<file path="src/hdl/lrsf_pkg.sv">
// lrsf_pkg: widths, types, arctangent table and ring constants for the
// lidar ring select filter. Used by every file in hdl/; depends on nothing.
`default_nettype none

package lrsf_pkg;

  // point coordinates and cordic sizing
  localparam int COORD_WIDTH   = 20;
  localparam int CORDIC_STAGES = 16;
  localparam int GUARD_BITS    = 8;
  localparam int DATA_W        = COORD_WIDTH + GUARD_BITS + 4;
  localparam int ANG_W         = 25;
  localparam int STAGE_IDX_W   = (CORDIC_STAGES > 1) ? $clog2(CORDIC_STAGES) : 1;
  localparam int ATAN_ENTRIES  = 32;

  // cordic gain in q16, applied to the height so both legs carry the gain
  localparam int GAIN_W        = 17;
  localparam int GAIN_FRAC     = 16;
  localparam logic [GAIN_W-1:0] GAIN_Q16 = GAIN_W'(107922);

  // ring mapping, angles in 1/65536 degree
  localparam int RING_W        = 4;
  localparam int MASK_W        = 16;
  localparam int DEG_Q         = 65536;
  localparam int RING_SHIFT    = $clog2(2 * DEG_Q);

  typedef logic signed [COORD_WIDTH-1:0] coord_t;
  typedef logic signed [DATA_W-1:0]      data_t;
  typedef logic signed [ANG_W-1:0]       ang_t;
  typedef logic [RING_W-1:0]             ring_t;
  typedef logic [MASK_W-1:0]             mask_t;

  localparam ang_t KEEP_LO     = ang_t'(-18 * DEG_Q);
  localparam ang_t KEEP_HI     = ang_t'(16 * DEG_Q);
  localparam ang_t RING0_LIMIT = ang_t'(-14 * DEG_Q);
  localparam logic signed [ANG_W:0] RING_OFFSET = (ANG_W+1)'(16 * DEG_Q);

  // round(atan(2^-i) * 180/pi * 65536)
  localparam ang_t ATAN_TABLE [ATAN_ENTRIES] = '{
    ang_t'(2949120), ang_t'(1740967), ang_t'(919879), ang_t'(466945),
    ang_t'(234379),  ang_t'(117304),  ang_t'(58666),  ang_t'(29335),
    ang_t'(14668),   ang_t'(7334),    ang_t'(3667),   ang_t'(1833),
    ang_t'(917),     ang_t'(458),     ang_t'(229),    ang_t'(115),
    ang_t'(57),      ang_t'(29),      ang_t'(14),     ang_t'(7),
    ang_t'(4),       ang_t'(2),       ang_t'(1),      ang_t'(0),
    ang_t'(0),       ang_t'(0),       ang_t'(0),      ang_t'(0),
    ang_t'(0),       ang_t'(0),       ang_t'(0),      ang_t'(0)
  };

  // state travelling down the cell row
  typedef struct packed {
    logic   valid;
    data_t  cx;
    data_t  cy;
    ang_t   ang;
    data_t  hz;
    coord_t px;
    coord_t py;
    coord_t pz;
  } cell_t;

  // kept point with its ring
  typedef struct packed {
    logic   valid;
    coord_t x;
    coord_t y;
    coord_t z;
    ring_t  ring;
  } kept_t;

endpackage

`default_nettype wire

</file>
<file path="src/hdl/lrsf_ring_sel.sv">
// lrsf_ring_sel: turns the cordic angle into a signed elevation, maps it to
// a ring and applies the keep mask. Depends on lrsf_pkg.
`default_nettype none

module lrsf_ring_sel (
  input  wire logic            clk,
  input  wire logic            rst,
  input  wire logic            en,
  input  wire lrsf_pkg::mask_t mask,
  input  wire lrsf_pkg::cell_t cell_in,
  output lrsf_pkg::kept_t      kept_out
);

  lrsf_pkg::ang_t               deg;
  logic signed [lrsf_pkg::ANG_W:0] shifted;
  lrsf_pkg::ring_t              ring;
  logic                         in_band;
  lrsf_pkg::kept_t              kept_next;

  // elevation takes the sign opposite to z, ring from elevation
  always_comb begin
    if (cell_in.pz == '0) begin
      deg = '0;
    end else if (!cell_in.pz[lrsf_pkg::COORD_WIDTH-1]) begin
      deg = -cell_in.ang;
    end else begin
      deg = cell_in.ang;
    end
    in_band = (deg > lrsf_pkg::KEEP_LO) && (deg < lrsf_pkg::KEEP_HI);
    shifted = {deg[lrsf_pkg::ANG_W-1], deg} + lrsf_pkg::RING_OFFSET;
    if (deg < lrsf_pkg::RING0_LIMIT) begin
      ring = '0;
    end else begin
      ring = shifted[lrsf_pkg::RING_SHIFT +: lrsf_pkg::RING_W];
    end

    kept_next.valid = cell_in.valid && in_band && mask[ring];
    kept_next.x     = cell_in.px;
    kept_next.y     = cell_in.py;
    kept_next.z     = cell_in.pz;
    kept_next.ring  = ring;
  end

  // decision register
  always_ff @(posedge clk) begin
    if (rst) begin
      kept_out.valid <= 1'b0;
    end else if (en) begin
      kept_out.valid <= kept_next.valid;
    end
  end

  always_ff @(posedge clk) begin
    if (en) begin
      kept_out.x    <= kept_next.x;
      kept_out.y    <= kept_next.y;
      kept_out.z    <= kept_next.z;
      kept_out.ring <= kept_next.ring;
    end
  end

endmodule

`default_nettype wire

</file>
<file path="config.mk">
export PLATFORM = sky130hd
export DESIGN_NAME = lrsf_ring_sel
export DESIGN_NICKNAME = d
export VERILOG_FILES = /design/src/hdl/lrsf_pkg.sv /design/src/hdl/lrsf_ring_sel.sv
export SDC_FILE = /design/constraint.sdc
export NUM_CORES = 1
export LEC_CHECK = 0
export ABC_CLOCK_PERIOD_IN_PS = 3400
export BUFFER_PORTS_ARGS = -buffer_cell sky130_fd_sc_hd__buf_2
export CAP_MARGIN = 20
export CORE_AREA = 2 2 102 104
export DETAILED_ROUTE_END_ITERATION = 8
export DIE_AREA = 0 0 104 106
export HOLD_SLACK_MARGIN = 0.05
export PLACE_DENSITY_LB_ADDON = 0.08
export SYNTH_ARGS = -nofsm -noshare
export SYNTH_HDL_FRONTEND = slang
export SYNTH_SLANG_ARGS = --single-unit
</file>
<file path="constraint.sdc">
create_clock -name clk -period 3.4 [get_ports clk]
set_input_delay 0.34 -clock clk [delete_from_list [all_inputs] [get_ports clk]]
set_output_delay 0.34 -clock clk [all_outputs]
set_load 0.02 [all_outputs]
</file>
# After elaboration in Yosys (flattened, before gate mapping)
# Cells that the tools add are included.
[classes]
n_mux = 5
addsub = 2
n_reduce_logical = 4
order_cmp = 4
[op_table]
columns = ["op", "count"]
rows = [
  ["25-bit two-way mux", 2],
  ["25-bit by 22-bit greater-than comparator with 1-bit output, second input constant", 1],
  ["25-bit by 21-bit less-than comparator with 1-bit output, second input constant", 1],
  ["25-bit by 22-bit less-than comparator with 1-bit output, second input constant", 1],
  ["25-bit negator", 1],
  ["21-bit adder, second input constant", 1],
  ["20-bit zero test", 1],
  ["4-bit by 5-bit less-than comparator with 1-bit output, second input constant", 1],
  ["1-bit binary-select mux with 4-bit select", 1],
  ["4-bit two-way mux", 1],
  ["1-bit logical AND", 3],
  ["1-bit two-way mux", 1],
]
[totals]
in_bits = 201
ff_bits = 65
wordCells = 20

# Depth between registers and ports, before layout
# Gate-level depths: netlist of run 1.
[logic_depth]
ltp_word = 8
mapped_depth = 11

# Least setup slack after synthesis of run 1
# Ideal clock, no wire load.
[synth_path]
path_kind = "input-to-reg"
start = "in cell_in[97] in the netlist's numbering"
end = "reg kept_out[64] in the netlist's numbering"
path_buffers = 2
slack_ns = 0.242
arrival_ns = 3.029
required_ns = 3.271
setup_time_ns = 0.129
path_stages = 10
path_cell_list = "or4_1 clkbuf_1 or4_1 buf_2 o31ai_2 o22ai_1 o41a_1 or4_4 o211ai_2 a211oi_1"
[synth_between]
elab_chain_cells = 8
word_cells_on_any_way = 13
cone_classes = "add/sub (2); order compare (3); mux (5); reduce/logical (3)"
[synth_rtl]
columns = ["element", "line_no", "rtl"]
rows = [
  ["start: declaration", "lrsf_ring_sel.sv:10", "input wire lrsf_pkg::cell_t cell_in,"],
  ["25-bit negator", "lrsf_ring_sel.sv:25", "deg = -cell_in.ang;"],
  ["25-bit two-way mux (*)", "lrsf_ring_sel.sv:24", "end else if (!cell_in.pz[lrsf_pkg::COORD_WIDTH-1]) begin"],
  ["25-bit two-way mux (*)", "lrsf_ring_sel.sv:22", "if (cell_in.pz == '0) begin"],
  ["21-bit adder / 25-bit by 21-bit less-than comparator with 1-bit output (equally long branches)", "lrsf_ring_sel.sv:30, lrsf_ring_sel.sv:31", ""],
  ["4-bit two-way mux", "lrsf_ring_sel.sv:31", "if (deg < lrsf_pkg::RING0_LIMIT) begin"],
  ["1-bit binary-select mux with 4-bit select", "lrsf_ring_sel.sv:37", "kept_next.valid = cell_in.valid && in_band && mask[ring];"],
  ["1-bit two-way mux (not written as such)", "lrsf_ring_sel.sv:37", ""],
  ["1-bit logical AND (*)", "lrsf_ring_sel.sv:37", ""],
  ["end: declaration", "lrsf_ring_sel.sv:11", "output lrsf_pkg::kept_t kept_out"],
]
# Mark *: on every way between the ends. The rest lies on a longest branch, timed or not. The select of a mux whose other input is x is not followed.
# A chain may end at the register's enable or synchronous reset.

# Final worst setup path of run 1
[layout_path]
start = "in cell_in[99] in the netlist's numbering"
end = "reg kept_out[64] in the netlist's numbering"
# The elaborated chain is that of the path after synthesis.

==> metrics.txt, run 1 <==
status finished, final reports clean; final worst slack between 0.3 and 0.4 ns; pre-CTS WS 0.00995 ns; max_cap viols 0; CTS max path bufs 2; Starting DRT DRC Count approximately 110; Non-Filler Instances ~590; hpwl dp around 7400 um; die width about 100 um; GRT Util Overall 0.168; period utilisation layout 0.894; Min-Delay Path Class in2reg; final hold slack 0.179 ns; Pre-antenna DRT Iters 4; synth top area cells edfxtp_1 (61%), nor2_1 (2.8%), nor4_1 (2.4%), mux2i_1 (1.9%), or4_1 (1.9%); post-synthesis cell count 263; Fin. Hold Viols 0; f_max about 330 MHz; Cell Area, Synth 3170 sq um; crit-path max FO 7; syn avg cell area 12.1 sq um; Switching Share 0.280; largest area contributor in the netlist edfxtp_1; Pint 1.36 mW; Yosys cell types 56; worst r2r src kept_out[64]; WP data arrival 3.25 ns; slew margin rel. 0.518; total power approximately 1.9 mW; post-placement cell area 4300 sq um; total number of vias 2961; CP startpoint kind input port; Clock Sinks 65; number of remaining DRC errors 0; ys flop type edfxtp_1; top-count cell post-synth edfxtp_1; Final nets 654; worst setup path end kept_out[64]; Regs by FF count kept_out x65; setup tns final 0 ns; ANT nets after route 0; CP endpoint kind flop; Post-synth EDFFs 64; Clock power frac 0.298; fin. max-slew vios 0; clk slew on worst S/H paths around 0.080 ns; Routed WL per cell 15.8 um; CTS Hold Bufs 0; placed insts 577; Via density roughly 5.0; Initial Util 0.317; sequential share of power 0.510; grt total ovfl 0; combinational share of power 0.192; Antenna Cells 0; buffer count from post-CTS setup fixing 0; net switching power 0.529 mW; RD Place Congestion 0.826; vias in the first global route 2766; htree depth 3; layout cells sized above 1 0.475; IO Port Bufs 169; first-pass GRT wire length 14500 um; Worst Setup SP cell_in[99]; leakage 1.85 nW; worst reg2reg path endpoint kept_out[64]; minimum clock period 3.04 ns; top-area cell type share of the netlist area 0.606; largest net degree at the start of global routing 38; Yosys warnings 0; Setup Viol. Count Final 0; Setup CP Type in2reg; Commonest cells post-synth edfxtp_1 (64), nor2_1 (24), nand2_1 (13), nor4_1 (12); Inserted Clock Buffers 9; Synthesized Nets 465; die footprint 11000 sq um; later-pin clock latency in the skew report 0.32 ns; Post-synth ARST share 0; total core area 10000 sq um; Worst Tran Pin Value 0.724 ns; Register-to-Register Path Depth 5; WL final 9360 um; # IOs 266; max reg flops between 60 and 70; worst IR drop on VDD 0.000147 V; Area Growth Syn to Fin 40.9%; CP Data Required Time roughly 3.6 ns; TritonCTS clock tree yes; row cnt 37; Die H between 100 and 150 um; clk_skew 0 ns; PwrDens between 400 and 500 nW/um^2; Seq/Total Area, Yosys 0.612; RSZ-0062 raised after global routing false; Final Cell Area 4470 sq um; Post-Route Utilization 0.447; flip-flop and latch count after synthesis 65; CTS resizes 0; Clk Tree Root Cell clkbuf_8; r2r setup slk 2.10 ns; fillers approximately 970; Top reg by flops kept_out; initial antenna violation count 0
-- cell families after synthesis --
group	synth area share
fa+ha+maj	0.00395
simple gates	0.185
buf+inv	0.0268
flops	0.612
compound gates	0.142
mux	0.0296
-- power by group through the flow --
stage,clock network [mW],registers [mW],logic [mW]
floorplan,0,1.07,0.0893
global placement,0,0.980,0.362
detailed placement,0,0.981,0.364
CTS,0.586,0.963,0.365
global route,0.616,0.969,0.392
finish,0.562,0.963,0.363
-- final cells by class --
type | instances | area (sq um) | share of cell area
Clock buffer | 10 | 128 | 0.0286
Multi-Input combinational cell | 176 | 1140 | 0.256
Sequential cell | 65 | 1940 | 0.435
Timing Repair Buffer | 190 | 1000 | 0.225
Inverter | 10 | 37.5 | 0.00840
Tap cell | 136 | 170 | 0.0381
Clock inverter | 6 | 43.8 | 0.00980
-- cells in the final DEF, fill, tap and decap left out, drive strengths merged, types with 10 or more instances in the layout --
| cell type | netlist | layout |
|---|---|---|
| a21oi | 11 | 11 |
| nor4 | 12 | 12 |
| edfxtp | 64 | 64 |
| nor3 | 11 | 11 |
| inv | 10 | 11 |
| nor2 | 24 | 24 |
| clkbuf | 10 | 10 |
| nand2 | 13 | 13 |
| or4 | 10 | 10 |
| buf | 2 | 190 |
-- layer usage --
layer  GRT usage  vias up  share of wire  wire, um
li1            -     1437              -         -
met2       0.257      163           0.45      4190
met3      0.0448        8          0.092       861
met5           0        -              0         0
met1       0.234     1353           0.45      4230
met4      0.0483        0         0.0089        83
-- worst min-delay path by stage --
stage | start | to | slack [ns] | cells after the start
global placement | cell_in[41] | kept_out[45] | 0.52 | 1
floorplan | cell_in[6] | kept_out[10] | 0.44 | 0
detailed placement | cell_in[46] | kept_out[50] | 0.52 | 1
finish | cell_in[46] | kept_out[50] | 0.18 | 1
CTS | cell_in[22] | kept_out[26] | 0.16 | 1
global route | cell_in[49] | kept_out[53] | 0.15 | 1
-- worst max-delay path: stages --
cell,delay [ns]
buf_2,0.11
or4_4,0.52
or4_1,0.68
o31ai_2,0.29
o22ai_1,0.14
o41a_1,0.51
or4_4,0.50
o211ai_2,0.07
a211oi_1,0.08
Power figures use the tool's default switching activity.
==> run 2, diff against run 1 <==
--- a/config.mk
+++ b/config.mk
@@ -12,7 +12,7 @@
 export DETAILED_ROUTE_END_ITERATION = 8
 export DIE_AREA = 0 0 104 106
 export HOLD_SLACK_MARGIN = 0.05
-export PLACE_DENSITY_LB_ADDON = 0.08
+export PLACE_DENSITY = 0.69
 export SYNTH_ARGS = -nofsm -noshare
 export SYNTH_HDL_FRONTEND = slang
 export SYNTH_SLANG_ARGS = --single-unit
==> run 2 against run 1 <==
Compared with the run above:
- die area did not move
- sequential power barely moved
- first-iteration DRC count rose by 40%
- clock power fell by 9.1%
- sequential share of layout area rose by 0.78 points
- critical path type unchanged
==> metrics.txt, run 2 (synthesis results as in run 1) <==
Inserted Clock Buffers 9; WP data arrival 3.24 ns; period utilisation layout 0.892; Clock power frac 0.279; Starting DRT DRC Count 158; slew margin rel. 0.559; Worst Tran Pin Value 0.652 ns; RD Place Congestion 0.881; setup tns final 0 ns; Pre-antenna DRT Iters 4; die width 104 um; combinational share of power 0.194; first-pass GRT wire length 14500 um; initial antenna violation count 1; max reg flops 65; placed insts 569; Setup Viol. Count Final 0; CP Data Required Time 3.61 ns; CP startpoint kind input port; total number of vias a little under 3000; number of remaining DRC errors 0; Antenna Cells 0; clk_skew 0 ns; Regs by FF count kept_out x65; Top reg by flops kept_out; clk slew on worst S/H paths 0.07 ns; row cnt 37; Switching Share 0.268; most common cell after layout, fill and taps aside buf_2; Routed WL per cell between 15 and 20 um; buffer count from post-CTS setup fixing 0; Min-Delay Path Class in2reg; WL final 9460 um; Die H 106 um; largest net degree at the start of global routing 46; Via density 5.05; GRT Util Overall 0.170; Clk Tree Root Cell clkbuf_8; ANT nets after route 0; sequential share of power 0.527; crit-path max FO 7; htree depth 3; layout cells sized above 1 0.460; status finished, final reports clean; Final nets 646; CTS Hold Bufs 0; TritonCTS clock tree yes; max_cap viols 0; worst IR drop on VDD 0.000188 V; Non-Filler Instances 584; Fin. Hold Viols 0; # IOs approximately 270; most frequent cells in the layout buf_2 (169), edfxtp_1 (64), nor2_1 (24); net switching power slightly below 0.5 mW; fin. max-slew vios 0; die footprint 11000 sq um; vias in the first global route 2753; leakage approximately 1.8 nW; IO Port Bufs 169; Setup CP Type in2reg; CP endpoint kind flop; Area Growth Syn to Fin 38.4%; PwrDens approximately 420 nW/um^2; later-pin clock latency in the skew report 0.33 ns; RSZ-0062 raised after global routing false; Initial Util 0.317; f_max 330 MHz; minimum clock period 3.03 ns; grt total ovfl 0; CTS max path bufs 2; Clock Sinks between 60 and 70; CTS resizes 0; total core area 10000 sq um; Pint 1.34 mW; hpwl dp 7590 um
run 2: cell types whose count changed in the layout (fill, tap and decap cells not counted):
cell | previous run | this run
clkbuf_1 | 1 | 2
buf_4 | 21 | 13
clkinv_1 | 0 | 1
inv_6 | 1 | 0
clkinv_4 | 2 | 0
run 2: layout make-up:
| class | instances | area [sq um] |
|---|---|---|
| clock inverters | 4 | 21.3 |
| clock buffers | 11 | 131 |
| multi-input cells | 176 | 1140 |
| fillers | 957 | 5610 |
| inverters | 10 | 37.5 |
| well taps | 136 | 170 |
| flip-flops and latches | 65 | 1940 |
| repair buffers | 182 | 943 |
run 2: power by group through the flow:
stage / clock network (mW) / registers (mW) / logic (mW)
floorplan: 0 / 1.07 / 0.0893
global placement: 0 / 0.980 / 0.350
detailed placement: 0 / 0.982 / 0.356
CTS: 0.539 / 0.966 / 0.357
global route: 0.567 / 0.970 / 0.385
finish: 0.511 / 0.965 / 0.355
run 2: path summary, 6_finish.rpt:
path                 from      endpoint  slack (ns)  depth (start not counted)
max           cell_in[99]  kept_out[64]        0.37                          9
min           cell_in[24]  kept_out[28]        0.18                          1
max reg2reg  kept_out[64]  kept_out[64]        2.13                          5
min reg2reg  kept_out[64]  kept_out[64]        0.77                          4
run 2: per-stage QoR:
stage / hold slack (ns) / total power, mW / setup WS [ns] / utilization / area, sq um
floorplan: 0.439 / 1.16 / 0.242 / - / 3170
global placement: 0.517 / 1.33 / 0.0757 / 0.424 / 4240
detailed placement: 0.518 / 1.34 / 0.0150 / 0.424 / 4240
CTS: 0.156 / 1.86 / 0.381 / 0.439 / 4390
global route: 0.159 / 1.92 / 0.164 / 0.439 / 4390
finish: 0.183 / 1.83 / 0.366 / 0.439 / 4390
run 2: layer usage:
metal,track usage,part of all wire,up-vias
met5,0,0.0011,-
met4,0.0714,0.014,2
met3,0.0742,0.12,10
met2,0.271,0.46,143
met1,0.202,0.41,1371
li1,-,-,1425
run 2: worst max-delay path, stage by stage:
cell,delay (ns)
buf_2,0.10
or4_4,0.55
or4_1,0.65
o31ai_2,0.30
o22ai_1,0.15
o41a_1,0.49
or4_4,0.50
o211ai_2,0.08
a211oi_1,0.08
