$ cat config.mk
export PLATFORM = sky130hd
export DESIGN_NAME = lrsf_front
export DESIGN_NICKNAME = d
export VERILOG_FILES = /design/src/hdl/lrsf_pkg.sv /design/src/hdl/lrsf_front.sv
export SDC_FILE = /design/constraint.sdc
export NUM_CORES = 1
export LEC_CHECK = 0
export BUFFER_PORTS_ARGS = -buffer_cell sky130_fd_sc_hd__buf_2
export CAP_MARGIN = 10
export CORE_MARGIN = 5
export CORE_UTILIZATION = 60
export DETAILED_ROUTE_END_ITERATION = 6
export GPL_TIMING_DRIVEN = 1
export PLACE_DENSITY = 0.88
export SETUP_SLACK_MARGIN = 0.02
export SLEW_MARGIN = 20
export SYNTH_ARGS = -nofsm -noshare
export SYNTH_HDL_FRONTEND = slang
export SYNTH_SLANG_ARGS = --single-unit
$ cat constraint.sdc
create_clock -name clk -period 11.2 [get_ports clk]
set_clock_uncertainty 0.15 [all_clocks]
set_input_delay 1.12 -clock clk [delete_from_list [all_inputs] [get_ports clk]]
set_output_delay 1.12 -clock clk [all_outputs]
set_load 0.05 [all_outputs]
$ cat src/hdl/lrsf_pkg.sv
// lrsf_pkg: widths, types, arctangent table and ring constants for the
// lidar ring select filter. Used by every file in hdl/; depends on nothing.
`default_nettype none

package lrsf_pkg;

  // point coordinates and cordic sizing
  localparam int COORD_WIDTH   = 20;
  localparam int CORDIC_STAGES = 16;
  localparam int GUARD_BITS    = 8;
  localparam int DATA_W        = COORD_WIDTH + GUARD_BITS + 4;
  localparam int ANG_W         = 25;
  localparam int STAGE_IDX_W   = (CORDIC_STAGES > 1) ? $clog2(CORDIC_STAGES) : 1;
  localparam int ATAN_ENTRIES  = 32;

  // cordic gain in q16, applied to the height so both legs carry the gain
  localparam int GAIN_W        = 17;
  localparam int GAIN_FRAC     = 16;
  localparam logic [GAIN_W-1:0] GAIN_Q16 = GAIN_W'(107922);

  // ring mapping, angles in 1/65536 degree
  localparam int RING_W        = 4;
  localparam int MASK_W        = 16;
  localparam int DEG_Q         = 65536;
  localparam int RING_SHIFT    = $clog2(2 * DEG_Q);

  typedef logic signed [COORD_WIDTH-1:0] coord_t;
  typedef logic signed [DATA_W-1:0]      data_t;
  typedef logic signed [ANG_W-1:0]       ang_t;
  typedef logic [RING_W-1:0]             ring_t;
  typedef logic [MASK_W-1:0]             mask_t;

  localparam ang_t KEEP_LO     = ang_t'(-18 * DEG_Q);
  localparam ang_t KEEP_HI     = ang_t'(16 * DEG_Q);
  localparam ang_t RING0_LIMIT = ang_t'(-14 * DEG_Q);
  localparam logic signed [ANG_W:0] RING_OFFSET = (ANG_W+1)'(16 * DEG_Q);

  // round(atan(2^-i) * 180/pi * 65536)
  localparam ang_t ATAN_TABLE [ATAN_ENTRIES] = '{
    ang_t'(2949120), ang_t'(1740967), ang_t'(919879), ang_t'(466945),
    ang_t'(234379),  ang_t'(117304),  ang_t'(58666),  ang_t'(29335),
    ang_t'(14668),   ang_t'(7334),    ang_t'(3667),   ang_t'(1833),
    ang_t'(917),     ang_t'(458),     ang_t'(229),    ang_t'(115),
    ang_t'(57),      ang_t'(29),      ang_t'(14),     ang_t'(7),
    ang_t'(4),       ang_t'(2),       ang_t'(1),      ang_t'(0),
    ang_t'(0),       ang_t'(0),       ang_t'(0),      ang_t'(0),
    ang_t'(0),       ang_t'(0),       ang_t'(0),      ang_t'(0)
  };

  // state travelling down the cell row
  typedef struct packed {
    logic   valid;
    data_t  cx;
    data_t  cy;
    ang_t   ang;
    data_t  hz;
    coord_t px;
    coord_t py;
    coord_t pz;
  } cell_t;

  // kept point with its ring
  typedef struct packed {
    logic   valid;
    coord_t x;
    coord_t y;
    coord_t z;
    ring_t  ring;
  } kept_t;

endpackage

`default_nettype wire

$ cat src/hdl/lrsf_front.sv
// lrsf_front: first pipeline stage, takes magnitudes, adds guard bits and
// scales the height by the cordic gain. Depends on lrsf_pkg.
`default_nettype none

module lrsf_front (
  input  wire logic             clk,
  input  wire logic             rst,
  input  wire logic             en,
  input  wire logic             in_valid,
  input  wire lrsf_pkg::coord_t in_x,
  input  wire lrsf_pkg::coord_t in_y,
  input  wire lrsf_pkg::coord_t in_z,
  output lrsf_pkg::cell_t       cell_out
);

  logic signed [lrsf_pkg::COORD_WIDTH:0] xs;
  logic signed [lrsf_pkg::COORD_WIDTH:0] zs;
  logic [lrsf_pkg::COORD_WIDTH:0] xabs;
  logic [lrsf_pkg::COORD_WIDTH:0] zabs;
  logic [lrsf_pkg::COORD_WIDTH+lrsf_pkg::GAIN_W:0] hprod;
  lrsf_pkg::cell_t cell_next;

  // magnitudes and gain-scaled height
  always_comb begin
    xs    = {in_x[lrsf_pkg::COORD_WIDTH-1], in_x};
    zs    = {in_z[lrsf_pkg::COORD_WIDTH-1], in_z};
    xabs  = xs[lrsf_pkg::COORD_WIDTH] ? unsigned'(-xs) : unsigned'(xs);
    zabs  = zs[lrsf_pkg::COORD_WIDTH] ? unsigned'(-zs) : unsigned'(zs);
    hprod = (lrsf_pkg::COORD_WIDTH+lrsf_pkg::GAIN_W+1)'(zabs) *
            (lrsf_pkg::COORD_WIDTH+lrsf_pkg::GAIN_W+1)'(lrsf_pkg::GAIN_Q16);

    cell_next.valid = in_valid;
    cell_next.cx    = lrsf_pkg::data_t'(xabs) <<< lrsf_pkg::GUARD_BITS;
    cell_next.cy    = lrsf_pkg::data_t'(in_y) <<< lrsf_pkg::GUARD_BITS;
    cell_next.ang   = '0;
    cell_next.hz    = lrsf_pkg::data_t'(hprod >> (lrsf_pkg::GAIN_FRAC - lrsf_pkg::GUARD_BITS));
    cell_next.px    = in_x;
    cell_next.py    = in_y;
    cell_next.pz    = in_z;
  end

  // stage register
  always_ff @(posedge clk) begin
    if (rst) begin
      cell_out.valid <= 1'b0;
    end else if (en) begin
      cell_out.valid <= cell_next.valid;
    end
  end

  always_ff @(posedge clk) begin
    if (en) begin
      cell_out.cx  <= cell_next.cx;
      cell_out.cy  <= cell_next.cy;
      cell_out.ang <= cell_next.ang;
      cell_out.hz  <= cell_next.hz;
      cell_out.px  <= cell_next.px;
      cell_out.py  <= cell_next.py;
      cell_out.pz  <= cell_next.pz;
    end
  end

endmodule

`default_nettype wire

== Word level (Yosys, flattened, before mapping) ==
Cells that the tools add are included.

* RAM bits: 0
* Word-level logic and storage cells: 13
* Bits in read-only memories: 0
* Latch bits: 0
* Memories kept: 0
* Flip-flop bits (word level): 132
* Bits of input ports: 64

* Div/mod/pow operators: 0
* Reduce and logical (&&, ||, !) cells: 0
* Order comparisons: 0
* Eq/ne operators: 0
* Bitwise gates (word level): 0
* Multiply operators: 1
* Shift operators: 0
* Multiplexer cells: 2
* Add/sub/neg operators: 2

{| class="wikitable"
|+ Operators by type and width
! kind !! number
|-
| $neg 20->21 || 2
|-
| $mul 21x16->37 const B || 1
|-
| $mux 21 || 1
|-
| $mux 19 || 1
|}

== Depth between registers and ports, before layout ==
Gate-level depths: netlist of the first run.

* Word-level depth: 3
* Depth in mapped cells: 28
* Gate-level depth less buffers: 27

== Least setup slack after synthesis of the first run ==
OpenSTA, ideal clock, no wires.

* Path type: input-to-reg
* From: in in_z[1]
* To: reg cell_out[88] in the netlist's numbering (data pin)
* Path buffers: 0
* Data required time: 10792 ps
* Data arrival time: 7212 ps
* Cell stages on the path: 23
* Path slack: 3580 ps
* Library setup time: 258 ps
* Cell sequence: inv_1 > ha_1 > nand2_1 > or2_2 > o21ai_0 > xor2_1 > inv_1 > ha_1 > fa_1 > inv_1 > fa_1 > fa_1 > fa_1 > inv_1 > fa_1 > ha_1 > and4_1 > and3_1 > o2111ai_1 > and3_1 > a211oi_1 > o21ai_1 > o221a_2

* Longest elaborated chain between the ends: 3

{| class="wikitable"
|+ RTL lines
! element !! RTL line !! source
|-
| from (decl) || lrsf_front.sv:12 || <nowiki>input wire lrsf_pkg::coord_t in_z,</nowiki>
|-
| $neg 20->21 || lrsf_front.sv:28 || <nowiki>zabs = zs[lrsf_pkg::COORD_WIDTH] ? unsigned'(-zs) : unsigned'(zs);</nowiki>
|-
| $mux 21 (*) || lrsf_front.sv:28 ||
|-
| $mul 21x16->37 (*) || lrsf_front.sv:29 || <nowiki>hprod = (lrsf_pkg::COORD_WIDTH+lrsf_pkg::GAIN_W+1)'(zabs) *</nowiki>
|-
| named net hprod, one bit || lrsf_front.sv:20 || <nowiki>logic [lrsf_pkg::COORD_WIDTH+lrsf_pkg::GAIN_W:0] hprod;</nowiki>
|-
| to (decl) || lrsf_front.sv:13 || <nowiki>output lrsf_pkg::cell_t cell_out</nowiki>
|}

Mark *: on every way through the listed nets, which the timed path passes. The rest lies on a longest branch.
A chain may end at the register's enable or synchronous reset.

== Final worst setup path of the first run ==
* From: in in_z[0]
* To: reg cell_out[88] in the netlist's numbering (data pin)

Same word-level chain as after synthesis.

==> flow_summary.ini, run 1 <==
[cts]
cts_tree = yes
ctsHoldBuffers = 0
post_cts_resized = 0
clk_pin_slew_ns = 0.07
postCtsSetupRepairBufs = 0
htree_num_levels = 3
clock_path_buffers = 2
clock-root-buffer = clkbuf_16
numCtsBuffers = 9
insertion_delay_ns = 0.36
cts.sinks = 111

[global_routing]
grt.total_usage_pct = 23.20
grt_pass1_vias = 7573
antenna_found_initial = 0
overflow = 0
grt_pass1_wl_um = 37140
grt_max_degree = 61

[yosys]
async_flop_share_pct = 0
yosysSeqAreaShare_pct = 31.22
synth_seq_cells = 111
synth_warnings = 0
netlist_instances = 963
synth_area_um2 = 10650
synthFlopType = edfxtp_1
synth_edf_count = 110
synthDistinctLibCells = 54
syn_avg_cell_area_um2 = 11.05

[placement]
hpwl_um = 19140
place_congestion = 0.9115
io_buffers = 199

[run_status]
status = complete, no violations

[cells_and_area]
area_growth_pct = 11.75
antennaDiodeCount = 0
multiInputGateArea_um2 = 6185
n_fill_cell = 1265
nNetsFinal = 1486
largest_registers = cell_out: 111 flops
register_area_um2 = 3323
largest_register_ffs = 111
regMostFlops = cell_out
drive_gt1_share_pct = 20.16

[worst_hold_path]
hp-class = reg -> reg
hold_end = cell_out[181]
min_from = cell_out[181]
worstHoldPathCells = 2

[worst_setup_path]
reg2reg_setup_slack_ns = 10.44
cp.arrival_ns = 8.23
path_common_cell = fa_1
endpoint_kind = register
reg2reg_depth = 2
cp-start-kind = input pin
cp_top_family = adder cells
cpMaxStageDelayCell = xor2_1
critPathBufInv = 5
worstPathMaxFanout = 8
max_stage_delay_ns = 0.59
timing.rr.end = cell_out[181]
crit_path_cell_trace = buf_2 -> inv_1 -> ha_1 -> nand2_1 -> or2_2 -> o21ai_0 -> xor2_1 -> inv_1 -> ha_1 -> fa_1 -> inv_1 -> fa_1 -> fa_1 -> fa_1 -> inv_1 -> fa_1 -> ha_1 -> and4_1 -> and3_1 -> o2111ai_1 -> and3_1 -> a211oi_1 -> o21ai_1 -> o221a_2
required_ns = 11.17
r2r-start = cell_out[181]
crit_type = in -> reg

[sta]
setup_viol = 0
drv_slew = 0
rsz0062_at_grt = false
slew_headroom_pct = 39.11
fin_crit_ns = 8.260
tns_ns = 0
tightest_slew_ns = 0.9038
fmax_ghz = 0.1211
hold_violations = 0
period_share_pct = 73.75

[drt]
drc = 0
vias = 7232
wl_um = 23400
drtIter0Drc = 357
viasPerCell = 5.218
wl_per_cell_um = 16.89
firstDrtPassIters = 5
ant_nets = 0

[floorplanning]
die_x_um = 143.2
ios = 246
core-area_um2 = 17360
die_height_um = 143.2
start_util_pct = 61.33
dieArea_um2 = 20510
num_rows = 48

[flow_run]
maxCapViolCount = 0
-- cell usage after synthesis, types with 9 or more instances --
cell type	instances	area, um^2
inv_1	206	773.2
ha_1	175	2190
edfxtp_1	110	3303
fa_1	91	1822
buf_4	71	533.0
xnor2_1	53	464.2
nand2_1	34	127.6
a21oi_1	31	155.2
nor2_1	29	108.9
o21ai_0	26	130.1
xor2_1	25	219.0
a21o_1	15	112.6
o31ai_1	9	67.56
-- layout by cell type (no fill, tap or decap), drive strengths merged, types with 29 or more instances in the layout --
cell    count
inv       211
edfxtp    110
nor2       29
buf       205
fa         91
xnor2      53
nand2      34
a21oi      31
conb       55
ha        175
-- final cells by class --
class	instances	share of cell area, %
Multi-Input combinational cell	622	51.99
Sequential cell	111	27.93
Timing Repair Buffer	205	8.772
Inverter	207	6.531
Tap cell	225	2.366
Clock buffer	9	1.893
Clock inverter	7	0.5154
-- how the worst max path moves through the flow --
stage               startpoint      endpoint  slack (ns)  cells after the start
floorplan              in_z[1]  cell_out[88]        3.58                     23
global placement       in_z[0]  cell_out[88]        2.88                     23
detailed placement     in_z[0]  cell_out[88]        2.68                     24
CTS                    in_z[0]  cell_out[88]        3.01                     23
global route           in_z[0]  cell_out[84]        2.66                     25
finish                 in_z[0]  cell_out[88]        2.94                     24
-- worst register-to-register path, stage by stage (launching register included) --
cell and delay, ns:
dfxtp_1 0.33, mux2i_1 0.13, nor2_1 0.05
-- through the flow --
step / cells / instance area (um^2) / hold WS, ns / utilization (%) / worst slack (ns)
finish: 1386 / 11900 / 0.3966 / 68.54 / 2.940
global route: 1386 / 11900 / 0.4218 / 68.54 / 2.665
CTS: 1386 / 11900 / 0.4064 / 68.54 / 3.009
detailed placement: 1370 / 11610 / 0.3906 / 66.89 / 2.685
global placement: 1370 / 11610 / 0.3452 / 66.89 / 2.879
floorplan: 1016 / 10840 / 0.5826 / - / 3.580
-- metal layers --
metal,up-vias,GRT usage (%),wire (um)
met1,3437,28.47,9232
met3,60,4.253,1749
met2,296,40.75,11600
li1,3439,-,-
met4,0,8.854,816
met5,-,0,0
-- cells by family (layout without fill, tap and decap cells) --
logic type / Yosys count / in the layout / share of synthesized area, %
flip-flops: 111 / 111 / 31.22
adder cells (fa/ha/maj): 266 / 266 / 37.68
multiplexers: 1 / 1 / 0.09403
buffers and inverters: 283 / 428 / 12.55
other: 2 / 55 / 0.07055
AND/OR/NAND/NOR: 115 / 115 / 5.559
AO/OA/AOI/OAI: 106 / 106 / 6.253
XOR/XNOR: 79 / 79 / 6.570
Power of run 1 is not shown: default switching activity piles up to over one toggle a cycle in this logic, so the estimate is an artifact.
==> inputs of run 2 (changes only) <==
--- a/config.mk
+++ b/config.mk
@@ -8,10 +8,10 @@
 export BUFFER_PORTS_ARGS = -buffer_cell sky130_fd_sc_hd__buf_2
 export CAP_MARGIN = 10
 export CORE_MARGIN = 5
-export CORE_UTILIZATION = 60
+export CORE_UTILIZATION = 51
 export DETAILED_ROUTE_END_ITERATION = 6
 export GPL_TIMING_DRIVEN = 1
-export PLACE_DENSITY = 0.88
+export PLACE_DENSITY = 0.79
 export SETUP_SLACK_MARGIN = 0.02
 export SLEW_MARGIN = 20
 export SYNTH_ARGS = -nofsm -noshare
==> constraint.sdc (replaced) <==
create_clock -name clk -period 7 [get_ports clk]
set_clock_uncertainty 0.15 [all_clocks]
set_input_delay 0.7 -clock clk [delete_from_list [all_inputs] [get_ports clk]]
set_output_delay 0.7 -clock clk [all_outputs]
set_load 0.05 [all_outputs]
==> flow_summary.ini, run 2 (synthesis gave the netlist of run 1 again) <==
[run_status]
status = complete, no violations

[cells_and_area]
largest_register_ffs = 111
drive_gt1_share_pct = 27.93
post-route-util_pct = 63.12
n_fill_cell = 1581
most-common-layout-cells = 205 x inv_1, 198 x buf_2, 172 x ha_1
regMostFlops = cell_out
largest_registers = cell_out: 111 flops
fin_cells = 1516
mostFrequentLayoutCell = inv_1
area_growth_pct = 20.76
nNetsFinal = 1571
antennaDiodeCount = 0

[drt]
vias = 7454
ant_nets = 0
wl_um = 23620
wl_per_cell_um = 15.58
wl_met2_um = 12140
firstDrtPassIters = 5
wl_met3_um = 1760
drtIter0Drc = 314
maxUsedRoutingLayer = met4
drt-met1-wl_um = 9246
drc = 0
viasPerCell = 4.917

[worst_setup_path]
cp_top_family = adder cells
crit_type = in -> reg
required_ns = 6.97
cp-start-kind = input pin
crit_path_cell_trace = buf_2 -> or4_4 -> nor3_4 -> nand2b_4 -> or3_4 -> o31a_2 -> xor2_2 -> ha_1 -> inv_1 -> fa_1 -> inv_1 -> fa_1 -> fa_1 -> inv_1 -> fa_1 -> inv_1 -> ha_1 -> and4_4 -> and3_4 -> o2111ai_4 -> and3_4 -> a211oi_4 -> o21ai_2 -> o221a_2
cpMaxStageDelayCell = or4_4
endpoint_kind = register
max_stage_delay_ns = 0.57
critPathBufInv = 5
worstPathMaxFanout = 4
cp.arrival_ns = 6.81

[global_routing]
grt_pass1_vias = 7702
grt.total_usage_pct = 19.48
antenna_found_initial = 0
grt_pass1_wl_um = 37360
overflow = 0
grt_max_degree = 87

[sta]
drv_slew = 0
fmax_ghz = 0.1462
slew_headroom_pct = 28.66
fin_crit_ns = 6.842
period_share_pct = 97.74
holdWs_ns = 0.3308
hold_violations = 0
setup_viol = 0
tightest_slew_ns = 1.070
finalWorstSetupSlack_ns = 0.1583

[floorplanning]
die_height_um = 154.5
die_x_um = 154.5
ios = 246
num_rows = 52
core-area_um2 = 20360
dieArea_um2 = 23860
start_util_pct = 52.27

[placement]
hpwl_um = 19980
io_buffers = 199
post-place-ws_ns = -0.4178
dp_cells = 1498
place_congestion = 0.8951

[flow_run]
maxCapViolCount = 0

[worst_hold_path]
hp-class = in -> reg

[cts]
cts.sinks = 111
clock-root-buffer = clkbuf_16
clk_pin_slew_ns = 0.09
htree_num_levels = 3
insertion_delay_ns = 0.36
cts_tree = yes
clock_path_buffers = 2
numCtsBuffers = 9
-- run 2: changes by cell type in the layout (fill, tap and decap cells not counted), moves of 3 or more --
cell	change
buf_4	+85
ha_1	-3
ha_4	+3
o21ai_0	-9
o21ai_1	+5
o21ai_2	+3
xor2_1	-4
xor2_2	+4
-- run 2: timing repair --
action                     in CTS  in global routing
setup buffers                   0                  2
pin swaps                       0                 11
gates resized for setup         3                 33
gates cloned                    0                  0
hold endpoints to repair        0                  0
hold buffers                    0                  0
setup endpoints to repair       4                 12
-- run 2: worst reg2reg max path: cells and delay by family (launching register included) --
kind,cells,cell delay [ns]
flops,1,0.32
mux,1,0.13
simple gates,1,0.05
-- run 2: final cells by class --
type,count,area [um^2],area share [%]
clock inverters,7,107.6,0.8371
inverters,207,777.0,6.044
clock buffers,9,225.2,1.752
repair buffers,290,1682,13.08
multi-input cells,622,6402,49.81
well taps,270,337.8,2.628
flip-flops and latches,111,3323,25.85
-- run 2: path summary, 6_finish.rpt --
kind / start / to / slack [ns] / cells past startpoint
worst max-delay path: in_z[5] / cell_out[88] / 0.16 / 24
worst min-delay path: rst / cell_out[181] / 0.33 / 2
worst max register to register: cell_out[181] / cell_out[181] / 6.25 / 2
worst min register to register: cell_out[181] / cell_out[181] / 0.36 / 2
-- run 2: metal layers --
layer	up-vias	global-route usage, %
met2	265	35.36
met4	0	5.677
li1	3596	-
met1	3552	23.47
met3	41	3.800
met5	-	0
-- run 2: metrics by stage --
stage | setup TNS [ns] | instance area [um^2]
2_1_floorplan | -0.01400 | 10880
3_3_place_gp | -1.257 | 12330
3_5_place_dp | -3.622 | 12330
4_1_cts | 0 | 12680
5_1_grt | -0.00006350 | 12850
6_report | 0 | 12850
Power of run 2 is left out for the same reason.
